$ cat config.mk
export PLATFORM = sky130hd
export DESIGN_NAME = dsr_cell
export DESIGN_NICKNAME = d
export VERILOG_FILES = /design/src/rtl/core/dsr_pkg.sv /design/src/rtl/core/dsr_cell.sv
export SDC_FILE = /design/constraint.sdc
export NUM_CORES = 1
export LEC_CHECK = 0
export BUFFER_PORTS_ARGS = -buffer_cell sky130_fd_sc_hd__buf_2
export CAP_MARGIN = 20
export CORE_MARGIN = 2
export CORE_UTILIZATION = 30
export DETAILED_ROUTE_END_ITERATION = 16
export GPL_TIMING_DRIVEN = 1
export PLACE_DENSITY = 0.7
export SLEW_MARGIN = 20
export SYNTH_ARGS = -nofsm -noshare
export SYNTH_HDL_FRONTEND = slang
export SYNTH_SLANG_ARGS = --single-unit
$ cat constraint.sdc
create_clock -name aclk -period 1.1 [get_ports aclk]
set_clock_uncertainty 0.15 [all_clocks]
set_input_delay 0.11 -clock aclk [delete_from_list [all_inputs] [get_ports aclk]]
set_output_delay 0.11 -clock aclk [all_outputs]
set_load 0.02 [all_outputs]
$ cat src/rtl/core/dsr_pkg.sv
package dsr_pkg;

    // Sizes of the residue ring and the digit window.
    localparam int MAX_MODULUS = 128;
    localparam int IDX_W       = $clog2(MAX_MODULUS);
    localparam int WIN         = 10;
    localparam int STEP_W      = $clog2(MAX_MODULUS + WIN);

    // Field widths.
    localparam int CNT_W   = 30;
    localparam int CFG_W   = 8;
    localparam int DIGIT_W = 4;
    localparam int TC_W    = $clog2(WIN + 1);
    localparam int SUM_W   = 32;

    localparam logic [DIGIT_W-1:0] DIGIT_MAX = DIGIT_W'(9);

    // The counting prime and its double, at adder width.
    localparam logic [SUM_W-1:0] PRIME  = SUM_W'(1000000007);
    localparam logic [SUM_W-1:0] PRIME2 = SUM_W'(2000000014);

    typedef enum logic [1:0] {
        ST_IDLE,
        ST_RUN,
        ST_FINISH
    } state_t;

    // Control shared by the ring cells and the window.
    typedef struct packed {
        logic clear;
        logic shift;
    } ring_ctrl_t;

    // Brings a value below three times the prime back into range.
    function automatic logic [CNT_W-1:0] mod_reduce(input logic [SUM_W-1:0] x);
        logic [SUM_W-1:0] y;
        if (x >= PRIME2) begin
            y = x - PRIME2;
        end else if (x >= PRIME) begin
            y = x - PRIME;
        end else begin
            y = x;
        end
        return y[CNT_W-1:0];
    endfunction

endpackage

$ cat src/rtl/core/dsr_cell.sv
module dsr_cell import dsr_pkg::*; (
    input  logic             aclk,
    input  logic             aresetn,
    input  ring_ctrl_t       ctrl,
    input  logic             sel_feed,
    input  logic [CNT_W-1:0] neighbor_in,
    input  logic [CNT_W-1:0] feed_in,
    output logic [CNT_W-1:0] count_out
);

    logic [CNT_W-1:0] count_reg;
    logic [CNT_W-1:0] count_next;

    // The cell at the end of the active ring takes the fed-back value.
    always_comb begin
        count_next = count_reg;
        if (ctrl.clear) begin
            count_next = '0;
        end else if (ctrl.shift) begin
            count_next = sel_feed ? feed_in : neighbor_in;
        end
    end

    always_ff @(posedge aclk) begin
        if (!aresetn) begin
            count_reg <= '0;
        end else begin
            count_reg <= count_next;
        end
    end

    assign count_out = count_reg;

endmodule

### Word-level counts from Yosys, hierarchy flattened

Cells that the tools add are included.

* flip-flop bits (word level): 30
* input bits: 65

* multiplexer cells: 1
* bitwise logic cells: 1
* reduce and logical (&&, ||, !) cells: 1

Operators with widths (count)
* two-way mux 30 bit: 1
* OR reduction 2 bit: 1
* NOT 1 bit: 1

### Logic depth before layout (Yosys ltp)

* depth in word-level cells: 2
* depth in mapped cells: 4
* gate-level depth less buffers: 2

### Least setup slack after synthesis

Ideal clock, no wire load.

* path kind: register to register
* start: register, netlist name count_out[26]
* end: register count_reg[26] (netlist: count_out[26])
* setup time: 0.086 ns
* arrival: 0.664 ns
* setup slack: 0.200 ns
* stages on the path, launching flop included: 3
* path buffers: 0
* cell sequence: dfxtp_1 nor2_1 a211oi_1

RTL lines
* end signal, assigned: RTL line dsr_cell.sv:28 `count_reg <= count_next;`
* end, declared: RTL line dsr_cell.sv:11 `logic [CNT_W-1:0] count_reg;`

### Worst setup path after layout

* start: register count_reg[15] (netlist: count_out[15])
* end: output port count_out[15]

RTL lines
* end, declared: RTL line dsr_cell.sv:8 `output logic [CNT_W-1:0] count_out`

No word-level cell between the ends.

==> results.toml <==
[detailed_routing]
drc_errors = 0
drtPass1Iterations = 4
drtIter0Drc = 26
viasPerCell = 4.496
antenna_left = 0
vias = 1259
wl_per_cell_um = 11.58
drt-total-wl_mm = 3.243

[synthesis]
synthArstFlopShare = 0
synth_area_um2 = 1359
synth-seq-cells = 30
avgSynthCellArea_um2 = 10.07
yosysTopAreaCellShare = 0.4420
synthesis.nets = 200
yosys.area.top_type = "dfxtp_1"
ys.warnings.count = 0
synth_edf_count = 0
synth.area.top_cells = "dfxtp_1 (44%), mux2i_1 (22%), a211oi_1 (17%), nor2_1 (8.3%), buf_12 (4.4%)"
synth_commonest_cells = "a211oi_1 (30), dfxtp_1 (30), mux2i_1 (30), nor2_1 (30), clkbuf_1 (6)"
syn_inst = 135
synthFlopType = "dfxtp_1"
yosysSeqAreaShare = 0.4420
ys_types = 10

[finish]
seq_area_um2 = 600.6
largest_register_ffs = 30
diodes = 0
fillers = 436
fin_area_um2 = 1978
multi_input_area_um2 = 644.4
drive_above_1_share = 0.4693
syn_to_final_growth_pct = 45.58
final_core_util = 0.4543
nNetsFinal = 292

[power]
power_frac_seq = 0.439
peakVddDrop_uv = 713.6
p_int_mw = 1.995
power_frac_clock = 0.385
power.density_nw_per_um2 = 1334
net-switching-power_mw = 0.6438
p_leak_nw = 1.019
power_frac_comb = 0.176
swShare = 0.2440

[worst_setup_path]
cp.required_ns = 0.84
slowest_delay_ns = 0.34
crit_path_start_kind = "register"
crit_chain = "buf_2"
setup.worst_path.class = "reg -> out"
critPathBufInv = 1
cp_slowest_cell = "dfxtp_1"
crit_family = "flip-flops"
path_max_fanout = 2
endpoint_kind = "primary output"
cp.arrival_ns = 0.78
r2r_slack_ns = 0.25

[global_route]
grt_max_degree = 32
antenna_found_initial = 0
first_global_vias = 1214
overflow = 0
grt_pass1_wl_mm = 5.313
grt_use_total = 0.1323

[placement]
dpl_cell_area_um2 = 1868
gp_congestion = 0.6659
pre_cts_ws_ns = 0.05594
hpwl_mm = 2.426
portBuffers = 94

[timing]
clock.fmax_mhz = 957.7
fin_ws_ns = 0.05584
hold_viol_final = 0
tightest_slew_ns = 0.2023
tns_ns = 0
setup_viol = 0
maxSlewViolCount = 0
whs_ns = 0.01781
post-route-period-util = 0.9492
rsz0062_at_grt = "false"
min_period_ns = 1.044
timing.slew.headroom = 0.8643

[clocking]
cts_resized = 0
tritoncts = "done"
cts_made_buffers = 5
hold_buffers = 0
cts_buffer_depth = 2
insertion_delay_ns = 0.27
cts.sinks = 30
cts_max_level = 2
cts_setup_buffers = 0
cts_root_buf = "clkbuf_8"
path_clk_slew_ns = 0.06

[floorplanning]
core.rowCount = 24
design.die.area_um2 = 5084
pin_count = 95
chipWidth_um = 71.30
core_area_um2 = 4354
die_h_um = 71.30
start_util = 0.3121

[flow_run]
drv_cap = 0

[outcome]
outcome = "completed"

[hold_path]
worst_hold_path_type = "in -> reg"
[cell usage in the layout, fill, tap and decap left out]
cell       n
mux2i_1   30
buf_2     94
nor2_1    30
a211oi_1  30
dfxtp_1   30
clkbuf_8   8
buf_4      1
nand2b_1   1
buf_12     4
[area by class of cell]
type | count | share of cell area
multi-input combinational | 91 | 0.3257
sequential | 30 | 0.3036
timing repair buffer | 99 | 0.2821
clock buffer | 8 | 0.05566
tap | 52 | 0.03289
[power by group through the flow]
stage	Combinational (mW)	Clock, mW	Sequential, mW
floorplan	0.221	0	1.24
global route	0.509	1.10	1.16
global placement	0.464	0	1.18
CTS	0.475	1.05	1.16
detailed placement	0.474	0	1.18
finish	0.464	1.02	1.16
[worst paths after layout]
path	from	endpoint	cells past startpoint
setup / recovery	count_out[15]	count_out[15]	1
hold / removal	neighbor_in[15]	count_out[15]	3
setup reg to reg	count_out[7]	count_out[7]	2
hold reg to reg	count_out[27]	count_out[27]	2
[per-layer routing]
metal | track usage | vias up | share of wire
met3 | 0.05485 | 2 | 0.074
li1 | - | 670 | -
met5 | 0 | - | 0
met4 | 0.03774 | 0 | 0.0043
met1 | 0.1470 | 541 | 0.42
met2 | 0.2315 | 46 | 0.50
[cell families (layout without fill, tap and decap cells)]
family                 Yosys count  in the layout  synth area share
AND/OR/NAND/NOR                 31             31           0.08748
AO/OA/AOI/OAI                   30             30            0.1657
flip-flops                      30             30            0.4420
buffers and inverters           14            107           0.08379
multiplexers                    30             30            0.2210
[per-stage QoR]
stage	total power, mW	instances
floorplan	1.465	135
global placement	1.646	272
detailed placement	1.656	272
CTS	2.686	280
global route	2.777	280
finish	2.639	280
[worst register-to-register path, cell delays in order, from the launching register on]
cell,delay (ns)
dfxtp_1,0.34
nor2_1,0.05
a211oi_1,0.22
Note: power is estimated with default switching activity, not from simulation.
