### src/rtl/core/dsr_pkg.sv
package dsr_pkg;

    // Sizes of the residue ring and the digit window.
    localparam int MAX_MODULUS = 128;
    localparam int IDX_W       = $clog2(MAX_MODULUS);
    localparam int WIN         = 10;
    localparam int STEP_W      = $clog2(MAX_MODULUS + WIN);

    // Field widths.
    localparam int CNT_W   = 30;
    localparam int CFG_W   = 8;
    localparam int DIGIT_W = 4;
    localparam int TC_W    = $clog2(WIN + 1);
    localparam int SUM_W   = 32;

    localparam logic [DIGIT_W-1:0] DIGIT_MAX = DIGIT_W'(9);

    // The counting prime and its double, at adder width.
    localparam logic [SUM_W-1:0] PRIME  = SUM_W'(1000000007);
    localparam logic [SUM_W-1:0] PRIME2 = SUM_W'(2000000014);

    typedef enum logic [1:0] {
        ST_IDLE,
        ST_RUN,
        ST_FINISH
    } state_t;

    // Control shared by the ring cells and the window.
    typedef struct packed {
        logic clear;
        logic shift;
    } ring_ctrl_t;

    // Brings a value below three times the prime back into range.
    function automatic logic [CNT_W-1:0] mod_reduce(input logic [SUM_W-1:0] x);
        logic [SUM_W-1:0] y;
        if (x >= PRIME2) begin
            y = x - PRIME2;
        end else if (x >= PRIME) begin
            y = x - PRIME;
        end else begin
            y = x;
        end
        return y[CNT_W-1:0];
    endfunction

endpackage

### src/rtl/core/dsr_window.sv
module dsr_window import dsr_pkg::*; (
    input  logic               aclk,
    input  logic               aresetn,
    input  ring_ctrl_t         ctrl,
    input  logic [CNT_W-1:0]   head_val,
    input  logic               head_tight,
    input  logic [DIGIT_W-1:0] digit,
    output logic [CNT_W-1:0]   next_val,
    output logic               moved_tight
);

    // Tap i holds the element streamed i+1 steps ago.
    logic [CNT_W-1:0] tap_val_reg   [WIN-1];
    logic [CNT_W-1:0] tap_val_next  [WIN-1];
    logic [WIN-2:0]   tap_tight_reg;
    logic [WIN-2:0]   tap_tight_next;
    logic [CNT_W-1:0] sum_reg;
    logic [CNT_W-1:0] sum_next;
    logic [WIN-1:0]   tbits;
    logic [TC_W-1:0]  tc;

    assign tbits = {tap_tight_reg, head_tight};

    // The tight prefix spreads only to the digits below the bound's digit.
    always_comb begin
        tc = '0;
        for (int i = 0; i < WIN; i++) begin
            if ((DIGIT_W'(i) < digit) && tbits[i]) begin
                tc = tc + TC_W'(1);
            end
        end
    end

    assign next_val    = mod_reduce({2'b00, sum_reg} + {2'b00, head_val} + SUM_W'(tc));
    assign moved_tight = tbits[digit];

    always_comb begin
        sum_next       = sum_reg;
        tap_val_next   = tap_val_reg;
        tap_tight_next = tap_tight_reg;
        if (ctrl.clear) begin
            sum_next       = '0;
            tap_tight_next = '0;
            for (int i = 0; i < WIN - 1; i++) begin
                tap_val_next[i] = '0;
            end
        end else if (ctrl.shift) begin
            sum_next = mod_reduce({2'b00, sum_reg} + {2'b00, head_val}
                                  + (PRIME - {2'b00, tap_val_reg[WIN-2]}));
            tap_val_next[0]   = head_val;
            tap_tight_next[0] = head_tight;
            for (int i = 1; i < WIN - 1; i++) begin
                tap_val_next[i]   = tap_val_reg[i-1];
                tap_tight_next[i] = tap_tight_reg[i-1];
            end
        end
    end

    always_ff @(posedge aclk) begin
        if (!aresetn) begin
            sum_reg       <= '0;
            tap_tight_reg <= '0;
            for (int i = 0; i < WIN - 1; i++) begin
                tap_val_reg[i] <= '0;
            end
        end else begin
            sum_reg       <= sum_next;
            tap_tight_reg <= tap_tight_next;
            tap_val_reg   <= tap_val_next;
        end
    end

    sum_in_range: assert property (@(posedge aclk) disable iff (!aresetn)
        {2'b00, sum_reg} < PRIME)
        else $error("window sum left the residue range");

endmodule

### config.mk
export PLATFORM = sky130hd
export DESIGN_NAME = dsr_window
export DESIGN_NICKNAME = d
export VERILOG_FILES = /design/src/rtl/core/dsr_pkg.sv /design/src/rtl/core/dsr_window.sv
export SDC_FILE = /design/constraint.sdc
export NUM_CORES = 1
export LEC_CHECK = 0
export ABC_AREA = 1
export BUFFER_PORTS_ARGS = -buffer_cell sky130_fd_sc_hd__buf_2
export CAP_MARGIN = 10
export CORE_MARGIN = 4
export CORE_UTILIZATION = 43
export DETAILED_ROUTE_END_ITERATION = 16
export PLACE_DENSITY_LB_ADDON = 0.12
export SLEW_MARGIN = 40
export SYNTH_ARGS = -nofsm -noshare
export SYNTH_HDL_FRONTEND = slang
export SYNTH_SLANG_ARGS = --single-unit
export TNS_END_PERCENT = 5
### constraint.sdc
create_clock -name aclk -period 14.1 [get_ports aclk]
set_input_delay 0.705 -clock aclk [delete_from_list [all_inputs] [get_ports aclk]]
set_output_delay 0.705 -clock aclk [all_outputs]
set_load 0.1 [all_outputs]
# Yosys cells after proc, flatten, opt, wreduce, memory -nomap -nowiden
# Index checks and enable logic that the tools add are counted.
totals:
  output_inout_bits: 31
  wordCells: 71
  ff_bits: 309
  inputBits: 39
op_classes:
  muxes: 16
  n_lt_le_gt_ge: 15
  n_addsub: 17
  bitwise: 1
  n_reduce_logical: 11
op_table:
  columns: ["op", "count"]
  rows:
  - ["two-way mux 30 bit", 4]
  - ["subtractor 30 bit (second input constant)", 4]
  - [">= comparator 32 x 30 -> 1 bit (second input constant)", 2]
  - [">= comparator 32 x 31 -> 1 bit (second input constant)", 2]
  - ["adder 4 x 1 -> 4 bit (second input constant)", 9]
  - ["two-way mux 4 bit", 9]
  - ["adder 31 x 32 -> 32 bit", 1]
  - ["adder 31 x 4 -> 32 bit", 1]
  - ["adder 30 x 30 -> 31 bit", 1]
  - ["subtractor 30 x 30 -> 31 bit (first input constant)", 1]
  - ["less-than comparator 3 x 4 -> 1 bit (first input constant)", 4]
  - ["logical AND 1 bit", 10]
  - ["less-than comparator 1 x 4 -> 1 bit (first input constant)", 2]
  - ["less-than comparator 2 x 4 -> 1 bit (first input constant)", 2]
  - ["less-than comparator 4 bit (first input constant)", 2]
  - ["less-than comparator 4 x 5 -> 1 bit (second input constant)", 1]
  - ["binary-select mux 1 bit (select 4 bit)", 1]
  - ["two-way mux 1 bit", 2]
  - ["OR reduction 2 bit", 1]
  - ["inverter 1 bit", 1]

# Longest topological paths before layout
# Gate-level depths: netlist (run 1).
depth:
  depth_word: 25
  depth_mapped: 54
  mapped_depth_nobuf: 53

# Least setup slack after synthesis (run 1)
# Ideal clock, no wire load.
synth_path:
  kind: "input to output"
  from: "in digit[0]"
  to: "out next_val[0]"
  path_stages: 44
  t_arrival_ns: 8.339
  slack_ns: 5.056
  required_ns: 13.395
  n_path_buf: 1
  cell_sequence: "clkbuf_1 -> nor2_1 -> a21oi_1 -> ha_1 -> inv_1 -> nand2_1 -> nand2_1 -> inv_1 -> ha_1 -> nand2_1 -> nand2_1 -> xnor2_1 -> o21ai_0 -> ha_1 -> nand2_1 -> nand2_1 -> nor3_1 -> nor3_1 -> (+8 left out) -> ha_1 -> inv_1 -> o21ai_0 -> nor2_2 -> nand3_1 -> nand2_1 -> nand2_1 -> nand2_1 -> nand2_2 -> nand2_1 -> nand2_2 -> nand3_2 -> nand2_4 -> nand2_4 -> nand2_8 -> inv_2 -> nor2_1 -> xor2_1"
synth_between:
  elab_chain_len: 25
  elab_cells_between_ends: 46
  classes_between: "12 x add/sub; 12 x order compare; 12 x mux; 10 x reduce/logical"
synth_lines:
  columns: ["item", "line", "source"]
  rows:
  - ["start: declaration", "dsr_window.sv:7", "input logic [DIGIT_W-1:0] digit,"]
  - ["less-than comparator 1 x 4 -> 1 bit", "dsr_window.sv:28", "if ((DIGIT_W'(i) < digit) && tbits[i]) begin"]
  - ["logical AND 1 bit", "dsr_window.sv:28", null]
  - ["two-way mux 1 bit", "dsr_window.sv:28", null]
  - ["adder 4 x 1 -> 4 bit", "dsr_window.sv:29", "tc = tc + TC_W'(1);"]
  - ["two-way mux 4 bit", "dsr_window.sv:28", null]
  - ["adder 4 x 1 -> 4 bit", "dsr_window.sv:29", null]
  - ["two-way mux 4 bit", "dsr_window.sv:28", null]
  - ["adder 4 x 1 -> 4 bit", "dsr_window.sv:29", null]
  - ["(+9 left out)", null, null]
  - ["adder 4 x 1 -> 4 bit", "dsr_window.sv:29", null]
  - ["two-way mux 4 bit", "dsr_window.sv:28", null]
  - ["adder 4 x 1 -> 4 bit", "dsr_window.sv:29", null]
  - ["two-way mux 4 bit (*)", "dsr_window.sv:28", null]
  - ["adder 31 x 4 -> 32 bit (*)", "dsr_window.sv:34", "assign next_val = mod_reduce({2'b00, sum_reg} + {2'b00, head_val} + SUM_W'(tc));"]
  - ["subtractor 30 bit / >= comparator 32 x 30 -> 1 bit (equally long branches)", "dsr_pkg.sv:40, dsr_pkg.sv:39", null]
  - ["two-way mux 30 bit", "dsr_pkg.sv:39", "end else if (x >= PRIME) begin"]
  - ["two-way mux 30 bit (*)", "dsr_pkg.sv:37", "if (x >= PRIME2) begin"]
  - ["end: declaration", "dsr_window.sv:8", "output logic [CNT_W-1:0] next_val,"]
# Every way passes the cells marked *; elsewhere a longest branch is shown, timed or not.

# Worst setup path in the final report (run 1)
layout_path:
  from: "in digit[0]"
  to: "out next_val[6]"
# The elaborated chain is that of the path after synthesis.

==> impl_results.md, run 1 <==
* CP Data Arrival Time at 8.65 ns
* Total Power at 0.00464 W
* H-tree depth at 2
* Antenna Nets Post-Route at 0
* Crit-path most repeated cell: nand2_1
* Maximum VDD drop at 0.000190 V
* CP Class: input port to primary output
* Yosys cell types at 59
* Row count at 84
* R2r endpoint: sum_reg[26]
* Synth top area share at 0.270
* Via count of the first global-routing pass at 21.5k
* Vias at 23.7k
* Fin Setup TNS at 0 ns
* Crit path from: digit[0]
* Synth area leader: dfxtp_1
* Flops & latches, synth at 309
* Leak at 11.0 nW
* Die H at 239 um
* Setup crit end kind: primary output
* Slew margin rel. at 0.438
* RSZ-0062 raised after global routing: false
* Met2 routed WL at 32,200 um
* DR iter-0 viols at 1,929
* Root Buffer: clkbuf_16
* HPWL Detailed at 55,700 um
* Critical path buffer and inverter count at 6
* EDFF count, synth at 0
* CP delay by family, top: simple AND/OR/NAND/NOR gates
* Avg Synthesized Cell Area at 5.95 um2
* Synthesized area at 22,900 um2
* Commonest cells after routing, fill and taps aside: nand2_1, a21oi_1, inv_1
* Top Metal Used: met4
* WP depth at 42
* Crit-path slowest cell: inv_2
* Endpoints failing setup at 0
* Core Box Area at 52,700 um2
* Crit-path max FO at 33
* Worst-path clk slew at 0.06 ns
* Sequential element share of the synthesized area at 0.270
* Setup bufs post-CTS at 0
* IO buf count at 69
* Initial Utilization at 0.435
* First-pass GRT wire length at 115,000 um
* CTS Buf Count at 35
* Vias per std cell at 5.20
* Maximum clock frequency at 107 MHz
* Reg2reg setup slack at 7.20 ns
* Drt total wl at 72,200 um
* Largest net degree at the start of global routing at 193
* Clock Sinks at 309
* Design area at 24,800 um2
* Tcrit/Tclk final at 0.664
* CP required at 13.40 ns
* Clock Skew at 0.0186 ns
* Crit path time final at 9.36 ns
* Syn-to-layout area delta at 8.27%
* Wire per inst at 15.9 um
* Mapped Cells at 3,850
* Hold Path Class: input port to flop
* Crit start category: input port
* Detailed route wirelength on metal3 at 3770 um
* Clock insertion delay at the later pin of the skew report at 0.55 ns
* Max FFs per register at 270
* Hold-fix buffers, CTS at 0
* PostCTS Resize Cnt at 0
* M1 WL at 33,700 um
* Aggregate global routing overflow at 0
* Placer Congestion at 0.948
* R2r startpoint: tap_val_reg[3]
* Reg2reg path depth at 34
* FILL cells at 5,731
* Initial antenna violation count at 3
* Final Hold Fails at 0
* Share of flip-flops with an asynchronous set or reset at 0
* DR pass1 iterations at 8
* Max-cap viol count at 0
* Gr usage total at 0.248
* Final number of max-transition violations at 0
* Dominant cells by area after synthesis: dfxtp_1, nand2_1, a21oi_1, inv_1, nor2_1
* Pwr dens at 187 nW/um2
* Status: complete, no violations
* Post-Syn Nets at 3,975
* Final-stage net count at 3,961
* Worst-margin pin slew at 0.843 ns
* Layout cells sized above 1 at 0.0791
* Worst path max stage delay at 0.55 ns
* Top_reg_cell synth: dfxtp_1
* Crit path to: next_val[6]
* Ports at 70
* Die area at 57,000 um2
* Commonest non-fill, non-tap cell in the layout: nand2_1
* Syn. warnings at 0
* CTS max path bufs at 3
* Die Width at 239 um
* CTS tree: yes
* Drc violations at 0
* Area after DPL at 23,700 um2
through the flow:
step                      hold WS [ns]  setup WS, ns  std cells   util
after floorplan                  0.436          5.06       3850      -
after global placement           0.444          4.86       4486  0.449
after detailed placement         0.450          4.72       4487  0.450
after CTS                        0.422          4.70       4546  0.471
after global routing             0.431          3.94       4549  0.471
final                            0.446          4.74       4549  0.471
synthesized netlist by cell type, types with 70 or more instances:
| master | count |
|---|---|
| nand2_1 | 1447 |
| clkbuf_1 | 105 |
| dfxtp_1 | 309 |
| nor2_1 | 317 |
| nand3_1 | 216 |
| ha_1 | 83 |
| a21oi_1 | 380 |
| nand4_1 | 70 |
| xor2_1 | 115 |
| o21ai_0 | 119 |
| inv_1 | 339 |
tightest hold or removal path: cells and delay by family:
kind | cells | cell delay [ns]
AND/OR/NAND/NOR | 1 | 0.06
AO/OA/AOI/OAI | 1 | 0.06
buffers and inverters | 1 | 0.11
where the power goes:
part	switching [W]	total (W)	internal (W)
logic	0.00213	0.00286	0.000729
registers	0.0000142	0.000908	0.000893
clock network	0.000368	0.000875	0.000507
how the worst min path moves through the flow:
stage / depth (start not counted) / endpoint / from / slack (ns)
after CTS: 3 / tap_val_reg[255] / head_val[15] / 0.42
after global placement: 2 / tap_val_reg[53] / tap_val_reg[53] / 0.44
after detailed placement: 2 / tap_val_reg[57] / tap_val_reg[57] / 0.45
after global routing: 3 / tap_val_reg[240] / head_val[0] / 0.43
final: 3 / tap_val_reg[246] / head_val[6] / 0.45
after floorplan: 2 / tap_val_reg[136] / tap_val_reg[166] / 0.44
cells by family after synthesis:
| family | Yosys count | synth area share |
|---|---|---|
| buffers and inverters | 519 | 0.0886 |
| AND/OR/NAND/NOR | 2199 | 0.400 |
| AO/OA/AOI/OAI | 594 | 0.137 |
| multiplexers | 1 | 0.000491 |
| adder cells (fa/ha/maj) | 86 | 0.0479 |
| XOR/XNOR | 142 | 0.0559 |
| flip-flops | 309 | 0.270 |
cell type report:
| cell class | instances | area [um2] | area share |
|---|---|---|---|
| antenna | 3 | 7.51 | 0.000303 |
| inverter | 390 | 1490 | 0.0599 |
| multi-input combinational | 3022 | 14700 | 0.593 |
| clock inverter | 10 | 82.6 | 0.00333 |
| timing repair buffer | 78 | 454 | 0.0183 |
| clock buffer | 49 | 1020 | 0.0411 |
| tap | 688 | 861 | 0.0347 |
| sequential | 309 | 6190 | 0.249 |
layer usage:
layer | vias up | global-route usage
met5 | - | 0
met4 | 0 | 0.0823
met3 | 124 | 0.0332
met2 | 569 | 0.399
met1 | 10700 | 0.343
li1 | 12300 | -
Note: power is estimated with default switching activity, not from simulation.
==> run 2: changes to the inputs <==
==> constraint.sdc (replaced) <==
create_clock -name aclk -period 9.55 [get_ports aclk]
set_input_delay 0.4775 -clock aclk [delete_from_list [all_inputs] [get_ports aclk]]
set_output_delay 0.4775 -clock aclk [all_outputs]
set_load 0.1 [all_outputs]
==> impl_results.md, run 2 (synthesis gave the netlist of run 1 again) <==
* CTS tree: yes
* Drt total wl at 72,600 um
* Slew margin rel. at 0.454
* Reg2reg path depth at 34
* Final core utilization at 0.472
* Final-stage net count at 3,960
* Initial Utilization at 0.435
* Hold-fix buffers, CTS at 0
* Maximum VDD drop at 0.000293 V
* CP required at 9.07 ns
* Vias at 23.7k
* Final number of max-transition violations at 0
* DR pass1 iterations at 6
* Antenna Nets Post-Route at 0
* CTS Buf Count at 34
* Worst path max stage delay at 0.42 ns
* Setup bufs post-CTS at 0
* CP Data Arrival Time at 8.40 ns
* Setup crit end kind: primary output
* Max-cap viol count at 0
* Die area at 57,000 um2
* Status: complete, no violations
* Syn-to-layout area delta at 8.44%
* Vias per std cell at 5.21
* IO buf count at 69
* Max FFs per register at 270
* Ports at 70
* Row count at 84
* Tcrit/Tclk final at 0.929
* Worst-margin pin slew at 0.819 ns
* Crit-path most repeated cell: nand2_1
* Clock insertion delay at the later pin of the skew report at 0.55 ns
* Wire per inst at 16.0 um
* Commonest non-fill, non-tap cell in the layout: nand2_1
* CTS max path bufs at 3
* Largest net degree at the start of global routing at 123
* Layout cells sized above 1 at 0.0788
* Clock Sinks at 309
* Via count of the first global-routing pass at 21.6k
* First-pass GRT wire length at 116,000 um
* CP Class: flop to primary output
* Die Width at 239 um
* Hold Path Class: input port to flop
* FILL cells at 5,732
* WHS Path Cells at 3
* Core Box Area at 52,700 um2
* Pwr dens at 277 nW/um2
* Setup WS post-layout at 0.674 ns
* DP Worst Slack at 0.591 ns
* Drc violations at 0
* Crit-path max FO at 54
* Root Buffer: clkbuf_16
* DR iter-0 viols at 1,879
* Finished Layout Cells at 4,546
* H-tree depth at 2
* Aggregate global routing overflow at 0
* Die H at 239 um
* Commonest cells after routing, fill and taps aside: nand2_1, a21oi_1, inv_1
* Crit start category: flop
* RSZ-0062 raised after global routing: false
* Initial antenna violation count at 3
* Hold WS at 0.220 ns
* Placer Congestion at 0.963
* Endpoints failing setup at 0
* Worst-path clk slew at 0.06 ns
* Maximum clock frequency at 113 MHz
* Crit-path slowest cell: buf_2
* Gr usage total at 0.249
* HPWL Detailed at 56,200 um
* Fin Setup TNS at 0 ns
* Placed Instances at 4,487
* Crit path time final at 8.88 ns
* Final Hold Fails at 0
* Leak at 11.0 nW
* Clock Skew at 0.0188 ns
run 2: cell types whose count changed in the layout (fill, tap and decap cells not counted), sizes merged:
cell	delta
diode	-1
clkinvlp	-1
inv	-1
clkbuf	-3
buf	-1
clkinv	+1
bufinv	+3
run 2: critical path, delay by kind of cell (launching register included):
family                     cells  cell delay (ns)
buffers and inverters          6             0.90
adders and majority gates      5             1.42
xor gates and xnor gates       2             0.40
and+or+nand+nor               30             3.60
DFF                            1             0.32
AOI/OAI and AO/OA              6             1.22
run 2: repair_timing:
item | in CTS | in global routing
resized for setup | 0 | 6
hold endpoints to repair | 0 | 0
setup endpoints to repair | 0 | 30
run 2: report_power, final:
part | switching [W] | internal [W] | total, W
Combinational | 0.00314 | 0.00108 | 0.00421
Clock | 0.000544 | 0.000776 | 0.00132
Sequential | 0.0000205 | 0.00132 | 0.00134
run 2: area by class of cell:
class	instances	area [um2]	area share
sequential	309	6190	0.249
inverter	390	1490	0.0598
antenna	2	5.00	0.000201
timing repair buffer	78	460	0.0185
clock inverter	12	191	0.00770
clock buffer	45	932	0.0375
tap	688	861	0.0346
multi-input combinational	3022	14700	0.593
run 2: layer usage:
layer,up-vias,global-route usage,wire length (um)
met3,135,0.0299,3930
met2,607,0.405,32300
met4,0,0.0839,2570
met5,-,0,0
li1,12200,-,-
met1,10700,0.345,33800
run 2: path summary, 6_finish.rpt:
kind | start | end | slack [ns]
setup / recovery | tap_tight_reg[0] | next_val[2] | 0.67
hold / removal | head_val[4] | tap_val_reg[244] | 0.22
setup reg to reg | tap_val_reg[3] | sum_reg[28] | 2.71
hold reg to reg | tap_val_reg[199] | tap_val_reg[169] | 0.45
run 2: stage by stage:
step           instance area (um2)  total power (W)
2_1_floorplan                22900          0.00458
3_3_place_gp                 23600          0.00553
3_5_place_dp                 23700          0.00551
4_1_cts                      24800          0.00686
5_1_grt                      24800          0.00740
6_report                     24800          0.00687
==> run 3: changes to the inputs <==
--- a/config.mk
+++ b/config.mk
@@ -6,11 +6,11 @@
 export NUM_CORES = 1
 export LEC_CHECK = 0
 export ABC_AREA = 1
-export BUFFER_PORTS_ARGS = -buffer_cell sky130_fd_sc_hd__buf_2
 export CAP_MARGIN = 10
 export CORE_MARGIN = 4
 export CORE_UTILIZATION = 43
 export DETAILED_ROUTE_END_ITERATION = 16
+export DONT_BUFFER_PORTS = 1
 export PLACE_DENSITY_LB_ADDON = 0.12
 export SLEW_MARGIN = 40
 export SYNTH_ARGS = -nofsm -noshare
==> constraint.sdc (replaced) <==
create_clock -name aclk -period 9.1 [get_ports aclk]
set_input_delay 0.455 -clock aclk [delete_from_list [all_inputs] [get_ports aclk]]
set_output_delay 0.455 -clock aclk [all_outputs]
set_load 0.1 [all_outputs]
==> impl_results.md, run 3 (synthesis gave the netlist of run 1 again) <==
* Status: complete, no violations
* DR iter-0 viols at 1,767
* Seq. cell area at 6190 um2
* Die area at 57,000 um2
* Gr usage total at 0.248
* Commonest non-fill, non-tap cell in the layout: nand2_1
* Setup bufs post-CTS at 0
* CTS tree: yes
* Pwr dens at 292 nW/um2
* Layout cells sized above 1 at 0.0717
* H-tree depth at 2
* DR pass1 iterations at 5
* Crit-path max FO at 4
* Endpoints failing setup at 0
* WHS Path Cells at 2
* Leak at 10.9 nW
* Worst-margin pin slew at 0.781 ns
* CP Data Arrival Time at 7.98 ns
* Crit path from: tap_tight_reg[0]
* PostCTS Resize Cnt at 0
* Met3 Use GR at 0.0241
* Initial antenna violation count at 0
* Final-stage net count at 3,923
* Routing usage on met2 at 0.404
* Initial Utilization at 0.435
* Hold EP: tap_val_reg[244]
* Max-cap viol count at 0
* Crit path time final at 8.43 ns
* Antenna cell count at 0
* Die H at 239 um
* Crit-path slowest cell: fa_1
* Crit-path most repeated cell: nand2_1
* Tcrit/Tclk final at 0.927
* Reg2reg path depth at 33
* CP Class: flop to primary output
* IO buf count at 0
* First-pass GRT wire length at 116,000 um
* Max FFs per register at 270
* Largest net degree at the start of global routing at 322
* Hold WS at 0.0541 ns
* CTS Buf Count at 34
* Crit start category: flop
* Die Width at 239 um
* Clock Sinks at 309
* Final Hold Fails at 0
* Area of the multi-input gates at 14,800 um2
* Commonest cells after routing, fill and taps aside: nand2_1, a21oi_1, inv_1
* Antenna Nets Post-Route at 0
* Worst Hold Launch: head_val[4]
* R2r startpoint: tap_val_reg[3]
* Hold Path Class: input port to flop
* Wire per inst at 16.3 um
* Met1 usage at 0.353
* Setup crit end kind: primary output
* Reg2reg setup slack at 2.50 ns
* HPWL Detailed at 56,300 um
* Maximum VDD drop at 0.000297 V
* R2r endpoint: sum_reg[13]
* FILL cells at 5,812
* Clock insertion delay at the later pin of the skew report at 0.55 ns
* Layer with the highest usage: met2
* Placer Congestion at 0.956
* Fin Setup TNS at 0 ns
* Vias at 23.6k
* Drt total wl at 73,500 um
* Worst-path clk slew at 0.06 ns
* Total Power at 0.00722 W
* Slew margin rel. at 0.476
* Row count at 84
* Maximum clock frequency at 119 MHz
* Aggregate global routing overflow at 0
* Hold-fix buffers, CTS at 0
* Ports at 70
* Vias per std cell at 5.22
* Core Box Area at 52,700 um2
* Final core utilization at 0.469
* Drc violations at 0
* Clock Skew at 0.0120 ns
* Root Buffer: clkbuf_16
* CTS max path bufs at 3
* Final number of max-transition violations at 0
* RSZ-0062 raised after global routing: false
* Syn-to-layout area delta at 7.87%
* Worst path max stage delay at 0.46 ns
* CP required at 8.65 ns
* Via count of the first global-routing pass at 21.3k
run 3: changes by cell type in the layout (fill, tap and decap cells not counted), moves of 2 or more:
cell	delta
clkinv_2	+4
inv_6	-2
bufinv_16	-2
o21ai_0	-2
buf_4	+32
diode_2	-2
buf_2	-67
run 3: worst max-delay path by stage:
stage | to | slack (ns)
3_3_place_gp | next_val[1] | 0.69
3_5_place_dp | next_val[4] | 0.50
6_report | next_val[27] | 0.67
4_1_cts | next_val[4] | 0.12
5_1_grt | next_val[0] | 0.04
2_1_floorplan | next_val[0] | 0.56
run 3: worst max-delay path, delay by kind of cell (launching register included):
kind / cells / cell delay (ns)
adders and majority gates: 7 / 2.13
muxes: 1 / 0.30
xor gates and xnor gates: 3 / 0.62
and+or+nand+nor: 21 / 2.27
DFF: 1 / 0.32
AOI/OAI and AO/OA: 6 / 1.14
buffers and inverters: 6 / 0.67
run 3: metrics by stage:
stage | setup WS (ns) | std cells | area (um2)
after floorplan | 0.556 | 3850 | 22900
after global placement | 0.695 | 4448 | 23500
after detailed placement | 0.504 | 4449 | 23600
after CTS | 0.122 | 4509 | 24700
after global routing | 0.0393 | 4510 | 24700
final | 0.668 | 4510 | 24700
run 3: cell type report:
class / instances / share of cell area
clock buffer: 46 / 0.0383
clock inverter: 14 / 0.00613
inverter: 390 / 0.0604
multi-input combinational: 3023 / 0.597
sequential: 309 / 0.250
tap: 688 / 0.0348
timing repair buffer: 40 / 0.0131
run 3: metal layers:
metal | routed length [um] | vias up | share of wire
li1 | - | 12200 | -
met1 | 35000 | 10800 | 0.48
met2 | 33400 | 516 | 0.45
met3 | 3320 | 83 | 0.045
met4 | 1770 | 0 | 0.024
met5 | 0 | - | 0
run 3: where the power goes:
group	switching, W	internal (W)
clock network	0.000577	0.000769
registers	0.0000215	0.00138
logic	0.00329	0.00118
total	0.00389	0.00333
